--- config.mk ---
export PLATFORM = sky130hd
export DESIGN_NAME = sliding_median_temperature_guard_core_flat
export DESIGN_NICKNAME = d
export VERILOG_FILES = /design/src/rtl/smtg_pkg.sv /design/src/rtl/smtg_in_if.sv /design/src/rtl/smtg_out_if.sv /design/src/rtl/smtg_cell.sv /design/src/rtl/smtg_chain.sv /design/src/rtl/sliding_median_temperature_guard_core.sv /design/src/flat_wrapper.sv
export SDC_FILE = /design/constraint.sdc
export NUM_CORES = 2
export LEC_CHECK = 0
export BUFFER_PORTS_ARGS = -buffer_cell sky130_fd_sc_hd__buf_2
export CAP_MARGIN = 25
export CELL_PAD_IN_SITES_DETAIL_PLACEMENT = 0
export CELL_PAD_IN_SITES_GLOBAL_PLACEMENT = 1
export CORE_ASPECT_RATIO = 1.4
export CORE_UTILIZATION = 37
export DETAILED_ROUTE_END_ITERATION = 8
export MAX_ROUTING_LAYER = met4
export PLACE_DENSITY_LB_ADDON = 0.1
export SYNTH_ARGS = -nofsm -noshare
export SYNTH_HDL_FRONTEND = slang
export SYNTH_SLANG_ARGS = --single-unit
--- constraint.sdc ---
create_clock -name i_clk -period 12.4 [get_ports i_clk]
set_input_delay 0.62 -clock i_clk [delete_from_list [all_inputs] [get_ports i_clk]]
set_output_delay 0.62 -clock i_clk [all_outputs]
set_load 0.005 [all_outputs]
--- src/rtl/smtg_pkg.sv ---
// Package: constants, types and control struct of the median temperature guard
package smtg_pkg;

    // Window length and median position
    localparam int WINDOW     = 9;
    localparam int MEDIAN_IDX = WINDOW / 2;

    // Field widths
    localparam int RAW_W   = 10;
    localparam int SCALE_W = 16;
    localparam int TEMP_W  = 26;

    // Rank counter holds 0..WINDOW
    localparam int CNT_W  = $clog2(WINDOW + 1);
    localparam int STEP_W = $clog2(WINDOW + 1);

    // Configuration port
    localparam int CFG_IDX_W  = 2;
    localparam int CFG_DATA_W = TEMP_W;

    localparam logic [CFG_IDX_W-1:0] REG_SCALE_FACTOR  = 2'd0;
    localparam logic [CFG_IDX_W-1:0] REG_SHUTOFF_LEVEL = 2'd1;

    localparam logic [SCALE_W-1:0] SCALE_RESET   = 16'd4096;
    localparam logic [TEMP_W-1:0]  SHUTOFF_RESET = 26'd163840;

    // Sequencer states
    typedef enum logic [2:0] {
        S_IDLE,
        S_MUL,
        S_LOAD,
        S_RANK,
        S_SEL
    } t_state;

    // Control broadcast to every cell
    typedef struct packed {
        logic shift;
        logic fill;
        logic rank;
    } t_cell_ctrl;

endpackage

--- src/rtl/smtg_in_if.sv ---
// Input channel: one raw converter sample per item
interface smtg_in_if;
    import smtg_pkg::*;

    logic             valid;
    logic             ready;
    logic [RAW_W-1:0] raw_sample;

    modport source (output valid, output raw_sample, input ready);
    modport sink   (input valid, input raw_sample, output ready);
endinterface

--- src/rtl/smtg_out_if.sv ---
// Output channel: median temperature and safe flag per item
interface smtg_out_if;
    import smtg_pkg::*;

    logic              valid;
    logic              ready;
    logic [TEMP_W-1:0] median_temp;
    logic              is_safe;

    modport source (output valid, output median_temp, output is_safe, input ready);
    modport sink   (input valid, input median_temp, input is_safe, output ready);
endinterface

--- src/rtl/smtg_cell.sv ---
// One window cell: holds a value, passes a probe ring along, counts its rank
module smtg_cell import smtg_pkg::*; (
    input  logic              i_clk,
    input  t_cell_ctrl        i_ctrl,
    input  logic [TEMP_W-1:0] i_shift_in,
    input  logic [TEMP_W-1:0] i_fill_value,
    input  logic [TEMP_W-1:0] i_ring,
    output logic [TEMP_W-1:0] o_value,
    output logic [TEMP_W-1:0] o_ring,
    output logic              o_hit
);

    logic [TEMP_W-1:0] r_value;
    logic [TEMP_W-1:0] r_ring;
    logic [CNT_W-1:0]  r_lt;
    logic [CNT_W-1:0]  r_le;
    logic [TEMP_W-1:0] n_value;

    // First item after reset fills every cell, later ones shift
    always_comb begin
        n_value = i_ctrl.fill ? i_fill_value : i_shift_in;
    end

    // Shift loads value and probe copy; rank compares against passing probe
    always_ff @(posedge i_clk) begin
        if (i_ctrl.shift) begin
            r_value <= n_value;
            r_ring  <= n_value;
            r_lt    <= '0;
            r_le    <= '0;
        end else if (i_ctrl.rank) begin
            if (r_ring < r_value) begin
                r_lt <= r_lt + CNT_W'(1);
            end
            if (r_ring <= r_value) begin
                r_le <= r_le + CNT_W'(1);
            end
            r_ring <= i_ring;
        end
    end

    // Value is the median when fewer than or equal MEDIAN_IDX lie below it
    // and more than MEDIAN_IDX lie at or below it
    assign o_hit   = (r_lt <= CNT_W'(MEDIAN_IDX)) && (r_le > CNT_W'(MEDIAN_IDX));
    assign o_value = r_value;
    assign o_ring  = r_ring;

endmodule

--- src/rtl/smtg_chain.sv ---
// Row of window cells with a rotating probe ring and median pick
module smtg_chain import smtg_pkg::*; (
    input  logic              i_clk,
    input  t_cell_ctrl        i_ctrl,
    input  logic [TEMP_W-1:0] i_new_value,
    output logic [TEMP_W-1:0] o_median
);

    logic [TEMP_W-1:0] w_value [WINDOW];
    logic [TEMP_W-1:0] w_ring  [WINDOW];
    logic [WINDOW-1:0] w_hit;

    // Cells: value shifts toward the old end, probes rotate around the ring
    for (genvar g = 0; g < WINDOW; g++) begin : g_cell
        smtg_cell u_cell (
            .i_clk        (i_clk),
            .i_ctrl       (i_ctrl),
            .i_shift_in   ((g == 0) ? i_new_value : w_value[(g == 0) ? 0 : g - 1]),
            .i_fill_value (i_new_value),
            .i_ring       (w_ring[(g == 0) ? WINDOW - 1 : g - 1]),
            .o_value      (w_value[g]),
            .o_ring       (w_ring[g]),
            .o_hit        (w_hit[g])
        );
    end

    // All hitting cells hold the same value, so an OR merge picks it
    always_comb begin
        o_median = '0;
        for (int i = 0; i < WINDOW; i++) begin
            if (w_hit[i]) begin
                o_median = o_median | w_value[i];
            end
        end
    end

endmodule

--- src/rtl/sliding_median_temperature_guard_core.sv ---
// Per item: S_IDLE accepts a sample, S_MUL scales it, S_LOAD shifts it in, S_RANK turns
// the probe ring once through the cell chain to rank every window value, S_SEL waits
// for a free output. No new sample is taken until the previous result is registered.
// Reset: synchronous, active low; clears the sequencer, output valid and primed
// flag and restores scale_factor = 1.0 (Q4.12) and shutoff_level = 40 degrees.
module sliding_median_temperature_guard_core import smtg_pkg::*; (
    input  logic                  i_clk,
    input  logic                  i_rst_n,
    input  logic                  i_cfg_we,
    input  logic [CFG_IDX_W-1:0]  i_cfg_idx,
    input  logic [CFG_DATA_W-1:0] i_cfg_data,
    smtg_in_if.sink               i_in,
    smtg_out_if.source            o_out
);

    t_state            r_state;
    t_state            n_state;
    logic [SCALE_W-1:0] r_scale;
    logic [TEMP_W-1:0] r_shutoff;
    logic [RAW_W-1:0]  r_raw;
    logic [TEMP_W-1:0] r_scaled;
    logic [STEP_W-1:0] r_step;
    logic              r_primed;
    logic              r_out_valid;
    logic [TEMP_W-1:0] r_median;
    logic              r_safe;

    logic              w_in_acc;
    logic              w_out_free;
    logic              w_load_out;
    logic [TEMP_W-1:0] w_prod;
    logic [TEMP_W-1:0] w_median;
    t_cell_ctrl        w_ctrl;

    assign w_in_acc   = i_in.valid && i_in.ready;
    assign w_out_free = !r_out_valid || o_out.ready;

    // Exact 10x16 product, always below 2^26
    assign w_prod = {{(TEMP_W - RAW_W){1'b0}}, r_raw} * {{(TEMP_W - SCALE_W){1'b0}}, r_scale};

    // Configuration registers; unknown indexes are dropped
    always_ff @(posedge i_clk) begin
        if (!i_rst_n) begin
            r_scale   <= SCALE_RESET;
            r_shutoff <= SHUTOFF_RESET;
        end else if (i_cfg_we) begin
            case (i_cfg_idx)
                REG_SCALE_FACTOR:  r_scale   <= i_cfg_data[SCALE_W-1:0];
                REG_SHUTOFF_LEVEL: r_shutoff <= i_cfg_data[TEMP_W-1:0];
                default: ;
            endcase
        end
    end

    // State register
    always_ff @(posedge i_clk) begin
        if (!i_rst_n) begin
            r_state <= S_IDLE;
        end else begin
            r_state <= n_state;
        end
    end

    // Next state and cell control
    always_comb begin
        n_state      = r_state;
        i_in.ready   = 1'b0;
        w_load_out   = 1'b0;
        w_ctrl.shift = 1'b0;
        w_ctrl.fill  = !r_primed;
        w_ctrl.rank  = 1'b0;
        case (r_state)
            S_IDLE: begin
                i_in.ready = 1'b1;
                if (i_in.valid) begin
                    n_state = S_MUL;
                end
            end
            S_MUL: begin
                n_state = S_LOAD;
            end
            S_LOAD: begin
                w_ctrl.shift = 1'b1;
                n_state      = S_RANK;
            end
            S_RANK: begin
                w_ctrl.rank = 1'b1;
                if (r_step == STEP_W'(WINDOW - 1)) begin
                    n_state = S_SEL;
                end
            end
            S_SEL: begin
                if (w_out_free) begin
                    w_load_out = 1'b1;
                    n_state    = S_IDLE;
                end
            end
            default: begin
                n_state = S_IDLE;
            end
        endcase
    end

    // Datapath: sample capture, scaling, ring step count
    always_ff @(posedge i_clk) begin
        if (w_in_acc) begin
            r_raw <= i_in.raw_sample;
        end
        if (r_state == S_MUL) begin
            r_scaled <= w_prod;
        end
        if (r_state == S_LOAD) begin
            r_step <= '0;
        end else if (r_state == S_RANK) begin
            r_step <= r_step + STEP_W'(1);
        end
    end

    // Primed flag: set once the first item has filled the window
    always_ff @(posedge i_clk) begin
        if (!i_rst_n) begin
            r_primed <= 1'b0;
        end else if (r_state == S_LOAD) begin
            r_primed <= 1'b1;
        end
    end

    smtg_chain u_chain (
        .i_clk       (i_clk),
        .i_ctrl      (w_ctrl),
        .i_new_value (r_scaled),
        .o_median    (w_median)
    );

    // Output register
    always_ff @(posedge i_clk) begin
        if (!i_rst_n) begin
            r_out_valid <= 1'b0;
        end else if (w_load_out) begin
            r_out_valid <= 1'b1;
        end else if (o_out.ready) begin
            r_out_valid <= 1'b0;
        end
    end

    always_ff @(posedge i_clk) begin
        if (w_load_out) begin
            r_median <= w_median;
            r_safe   <= (w_median < r_shutoff);
        end
    end

    assign o_out.valid       = r_out_valid;
    assign o_out.median_temp = r_median;
    assign o_out.is_safe     = r_safe;

endmodule

--- src/flat_wrapper.sv ---
// flat-port wrapper written by rule: the top's interface ports become plain ports
module sliding_median_temperature_guard_core_flat import smtg_pkg::*;
  (i_clk, i_rst_n, i_cfg_we, i_cfg_idx, i_cfg_data, i_in_valid, i_in_raw_sample, i_in_ready, o_out_valid, o_out_median_temp, o_out_is_safe, o_out_ready);
  smtg_in_if i_in_i ();
  smtg_out_if o_out_i ();
  input  logic i_clk;
  input  logic i_rst_n;
  input  logic i_cfg_we;
  input  logic [CFG_IDX_W-1:0] i_cfg_idx;
  input  logic [CFG_DATA_W-1:0] i_cfg_data;
  input wire logic [$bits(i_in_i.valid)-1:0] i_in_valid;
  input wire logic [$bits(i_in_i.raw_sample)-1:0] i_in_raw_sample;
  output wire logic [$bits(i_in_i.ready)-1:0] i_in_ready;
  output wire logic [$bits(o_out_i.valid)-1:0] o_out_valid;
  output wire logic [$bits(o_out_i.median_temp)-1:0] o_out_median_temp;
  output wire logic [$bits(o_out_i.is_safe)-1:0] o_out_is_safe;
  input wire logic [$bits(o_out_i.ready)-1:0] o_out_ready;
  assign i_in_i.valid = i_in_valid;
  assign i_in_i.raw_sample = i_in_raw_sample;
  assign i_in_ready = i_in_i.ready;
  assign o_out_valid = o_out_i.valid;
  assign o_out_median_temp = o_out_i.median_temp;
  assign o_out_is_safe = o_out_i.is_safe;
  assign o_out_i.ready = o_out_ready;
  sliding_median_temperature_guard_core u_core (.i_clk(i_clk), .i_rst_n(i_rst_n), .i_cfg_we(i_cfg_we), .i_cfg_idx(i_cfg_idx), .i_cfg_data(i_cfg_data), .i_in(i_in_i), .o_out(o_out_i));
endmodule
==> metrics.md <==
| Metric | Value |
|---|---|
| Worst Setup End Kind | `register` |
| Initial antenna violation count | `4` |
| Sequential area share after synthesis | `0.4719` |
| Core ar. | `104,200 µm²` |
| Max Cap Violations | `0` |
| Worst-case clock buffer depth | `3` |
| Rows | `140` |
| Data arrival, critical path | `approximately 6.3 ns` |
| Placed cells | `5,170` |
| Status | `finished, final reports clean` |
| Clock slew at reported path FFs | `0.06 ns` |
| Num CTS Buffers | `76` |
| Area leader, netlist | `edfxtp_1` |
| Post-Route WL | `125,400 µm` |
| Synth top area cells | `edfxtp_1 (41%), ha_1 (11%), nand2_1 (7.4%), dfxtp_1 (6.3%), fa_1 (5.6%)` |
| Clk root buf | `clkbuf_16` |
| Leak | `~0.018 µW` |
| Yosys warns | `0` |
| Finish-stage setup viols | `0` |
| Setup repair after global routing missed its margin | `no` |
| Fin Setup TNS | `0 ns` |
| CTS sink cnt | `654` |
| Worst setup SP type | `register` |
| Max Fanout on Critical Path | `16` |
| H-tree depth | `3` |
| Worst reg2reg path endpoint | `u_core.r_scaled[22]` |
| Period utilization | `0.4770` |
| Worst-Skew Late Latency | `0.66 ns` |
| Fin Clk Skew | `0.02643 ns` |
| Min-delay src | `i_in_raw_sample[4]` |
| Largest net degree at the start of global routing | `187` |
| Actual slew at the worst max-slew pin | `0.9784 ns` |
| Top-count cell post-synth | `nand2_1` |
| Global-route wire length before repair | `185,500 µm` |
| First-pass iteration count of the detailed router | `7` |
| Postcts setup bufs | `0` |
| Cells after Synth | `3,919` |
| Synth top area share | `0.4088` |
| CTS tree | `yes` |
| P&R area growth vs syn | `10.46%` |
| DP HPWL | `91,240 µm` |
| Post-synth top cells | `nand2_1 (772), edfxtp_1 (531), inv_1 (423), ha_1 (358), nor2_1 (269)` |
| HP Class | `input port to register` |
| Tmin final | `5.915 ns` |
| Fraction of power consumed by sequential logic | `0.459` |
| Area of the die | `106,700 µm²` |
| Top FF cell, synth | `edfxtp_1` |
| Reg2reg setup slack | `6.49 ns` |
| Drt wl/cell | `approximately 24 µm` |
| CTS resizes | `0` |
| Worst Path Class, Setup | `register to register` |
| Hold_buf cts | `0` |
| Worst EP required | `12.79 ns` |
| Gr usage total | `0.2429` |
| Final Wtd Congestion | `0.8493` |
| Clock share of power | `0.352` |
| FMAX | `about 170 MHz` |
| Combinational share of power | `0.190` |
| Antenna-violating nets left | `0` |
| Switching share of power | `0.3115` |
| Worst rel slew slack | `0.3477` |
| FILL cells | `10,289` |
| Synthesis-stage register bit count | `654` |
| Cell Count, Final, Fillers Out | `5,313` |
| Final #Nets | `around 4,400` |
| DR vias | `between 20,000 and 30,000` |
| Layout cell share with drive strength beyond 1 | `0.06609` |
| DR DRC count | `0` |
| Worst Hold Endpoint | `u_core.r_raw[4]` |
| Worst Hold Depth | `1` |
| Initial core utilization | `0.3743` |
| Number of global-route vias before repair | `28,568` |
| R2R depth | `15` |
| EDFF count, synth | `approximately 530` |
| Synth async-reset ratio | `0` |
| Avg Cell Area, Syn | `9.954 µm²` |
| Die height | `386.2 µm` |
| Int Pwr | `4373 µW` |
| GRT overflow | `0` |
| P_sw | `a little under 2000 µW` |
| Total Power | `roughly 6400 µW` |
| Fin. max-slew vios | `0` |
| Synthesized area | `39,010 µm²` |
| Worst reg2reg path startpoint | `u_core.r_raw[3]` |
| Mapped Nets | `4,430` |
| Yosys cell types | `80` |
| Boundary pin count | `72` |
| Die Width | `around 280 µm` |
| DR iter-0 viols | `2,007` |
| Final Hold Fails | `0` |
| Via density | `around 5.4` |
| Port bufs | `71` |
| Pwr Density | `147.4 nW/µm²` |
| Maximum vdd drop | `0.09885 mV` |
| N_diodes | `0` |
-- critical path, cell delays in order (launching register included) --
cell and delay [ns]:
edfxtp_1 0.70, nand2_1 0.16, fa_1 0.52, fa_1 0.55
fa_1 0.44, fa_1 0.54, inv_1 0.05, fa_1 0.47
ha_1 0.38, nand2_1 0.15, o311ai_0 0.67, or3b_1 0.43
o211ai_2 0.13, a31oi_1 0.19, mux2i_1 0.19, nand3_1 0.08
-- flip-flops by register name, indices dropped and copies added (netlist names) --
signal	count
u_core.r_scale	16
u_core.r_scaled	26
u_core.r_shutoff	26
u_core.r_step	4
u_core.o_out.is_safe	1
u_core.r_state	3
u_core.r_primed	1
u_core.u_chain.g_cell.u_cell.o_ring	234
u_core.r_raw	10
u_core.u_chain.g_cell.u_cell.o_value	234
u_core.u_chain.g_cell.u_cell.r_lt	36
u_core.o_out.valid	1
u_core.o_out.median_temp	26
u_core.u_chain.g_cell.u_cell.r_le	36
-- worst max-delay path by stage --
stage / endpoint / cells past startpoint / startpoint
global placement: u_core.r_scaled[22] / 15 / u_core.r_raw[3]
CTS: u_core.r_scaled[22] / 15 / u_core.r_raw[3]
finish: u_core.r_scaled[22] / 15 / u_core.r_raw[3]
global route: u_core.r_scaled[22] / 15 / u_core.r_raw[3]
detailed placement: u_core.r_scaled[22] / 15 / u_core.r_raw[3]
floorplan: u_core.u_chain.g_cell[0].u_cell.o_value[0] / 8 / u_core.r_state[2]
-- per-layer routing --
layer	vias to the layer above	wire length, µm	part of all wire	track usage
li1	13693	-	-	-
met1	13986	50640	0.40	0.2759
met2	629	66090	0.53	0.4431
met3	180	4469	0.036	0.02183
met4	0	4243	0.034	0.08970
met5	-	0	0	-
-- cell usage in the layout, fill, tap and decap left out, drive strengths merged, types with 27 or more instances in the layout --
cell type and n:
fa 110, mux2i 36, clkbuf 113, nand3 67, and2 67, o21ai 67
a21oi 142, buf 105, nor2 273, edfxtp 531, ha 358, a221oi 33
a21o 60, nand4 63, nand2 772, dfxtp 123, nand2b 43, nor3 31
a22o 27, a31oi 212, inv 430
-- per-stage QoR --
step / util / hold WS (ns) / cell area (µm²) / worst slack, ns
final: 0.4134 / 0.1436 / 43090 / 6.485
after global routing: 0.4134 / 0.1180 / 43090 / 6.101
after CTS: 0.4132 / 0.08460 / 43060 / 6.377
after detailed placement: 0.3902 / 0.4486 / 40660 / 6.451
after global placement: 0.3900 / 0.4430 / 40650 / 6.430
after floorplan: - / 0.4338 / 39010 / 1.137
-- final cells by class --
cell class | count | area (µm²) | area share
flip-flops and latches | 654 | 18410 | 0.4273
well taps | 1349 | 1688 | 0.03917
repair buffers | 105 | 659.4 | 0.01530
multi-input cells | 2638 | 18320 | 0.4252
clock buffers | 113 | 2173 | 0.05044
inverters | 425 | 1610 | 0.03737
clock inverters | 29 | 225.2 | 0.005227
-- cell families after synthesis --
kind of cell    share of synthesized area
compound gates                     0.1181
flops                              0.4719
buf+inv                           0.06104
mux                               0.01068
simple gates                       0.1594
fa+ha+maj                          0.1713
xor+xnor                         0.007634
-- power by group through the flow --
stage / registers, µW / logic, µW / clock network, µW
final: 2910 / 1200 / 2230
after global routing: 2940 / 1360 / 2370
after CTS: 2920 / 1220 / 2300
after detailed placement: 2960 / 1210 / 0
after global placement: 2960 / 1210 / 0
after floorplan: 2880 / 851 / 0
Power figures use the tool's default switching activity.
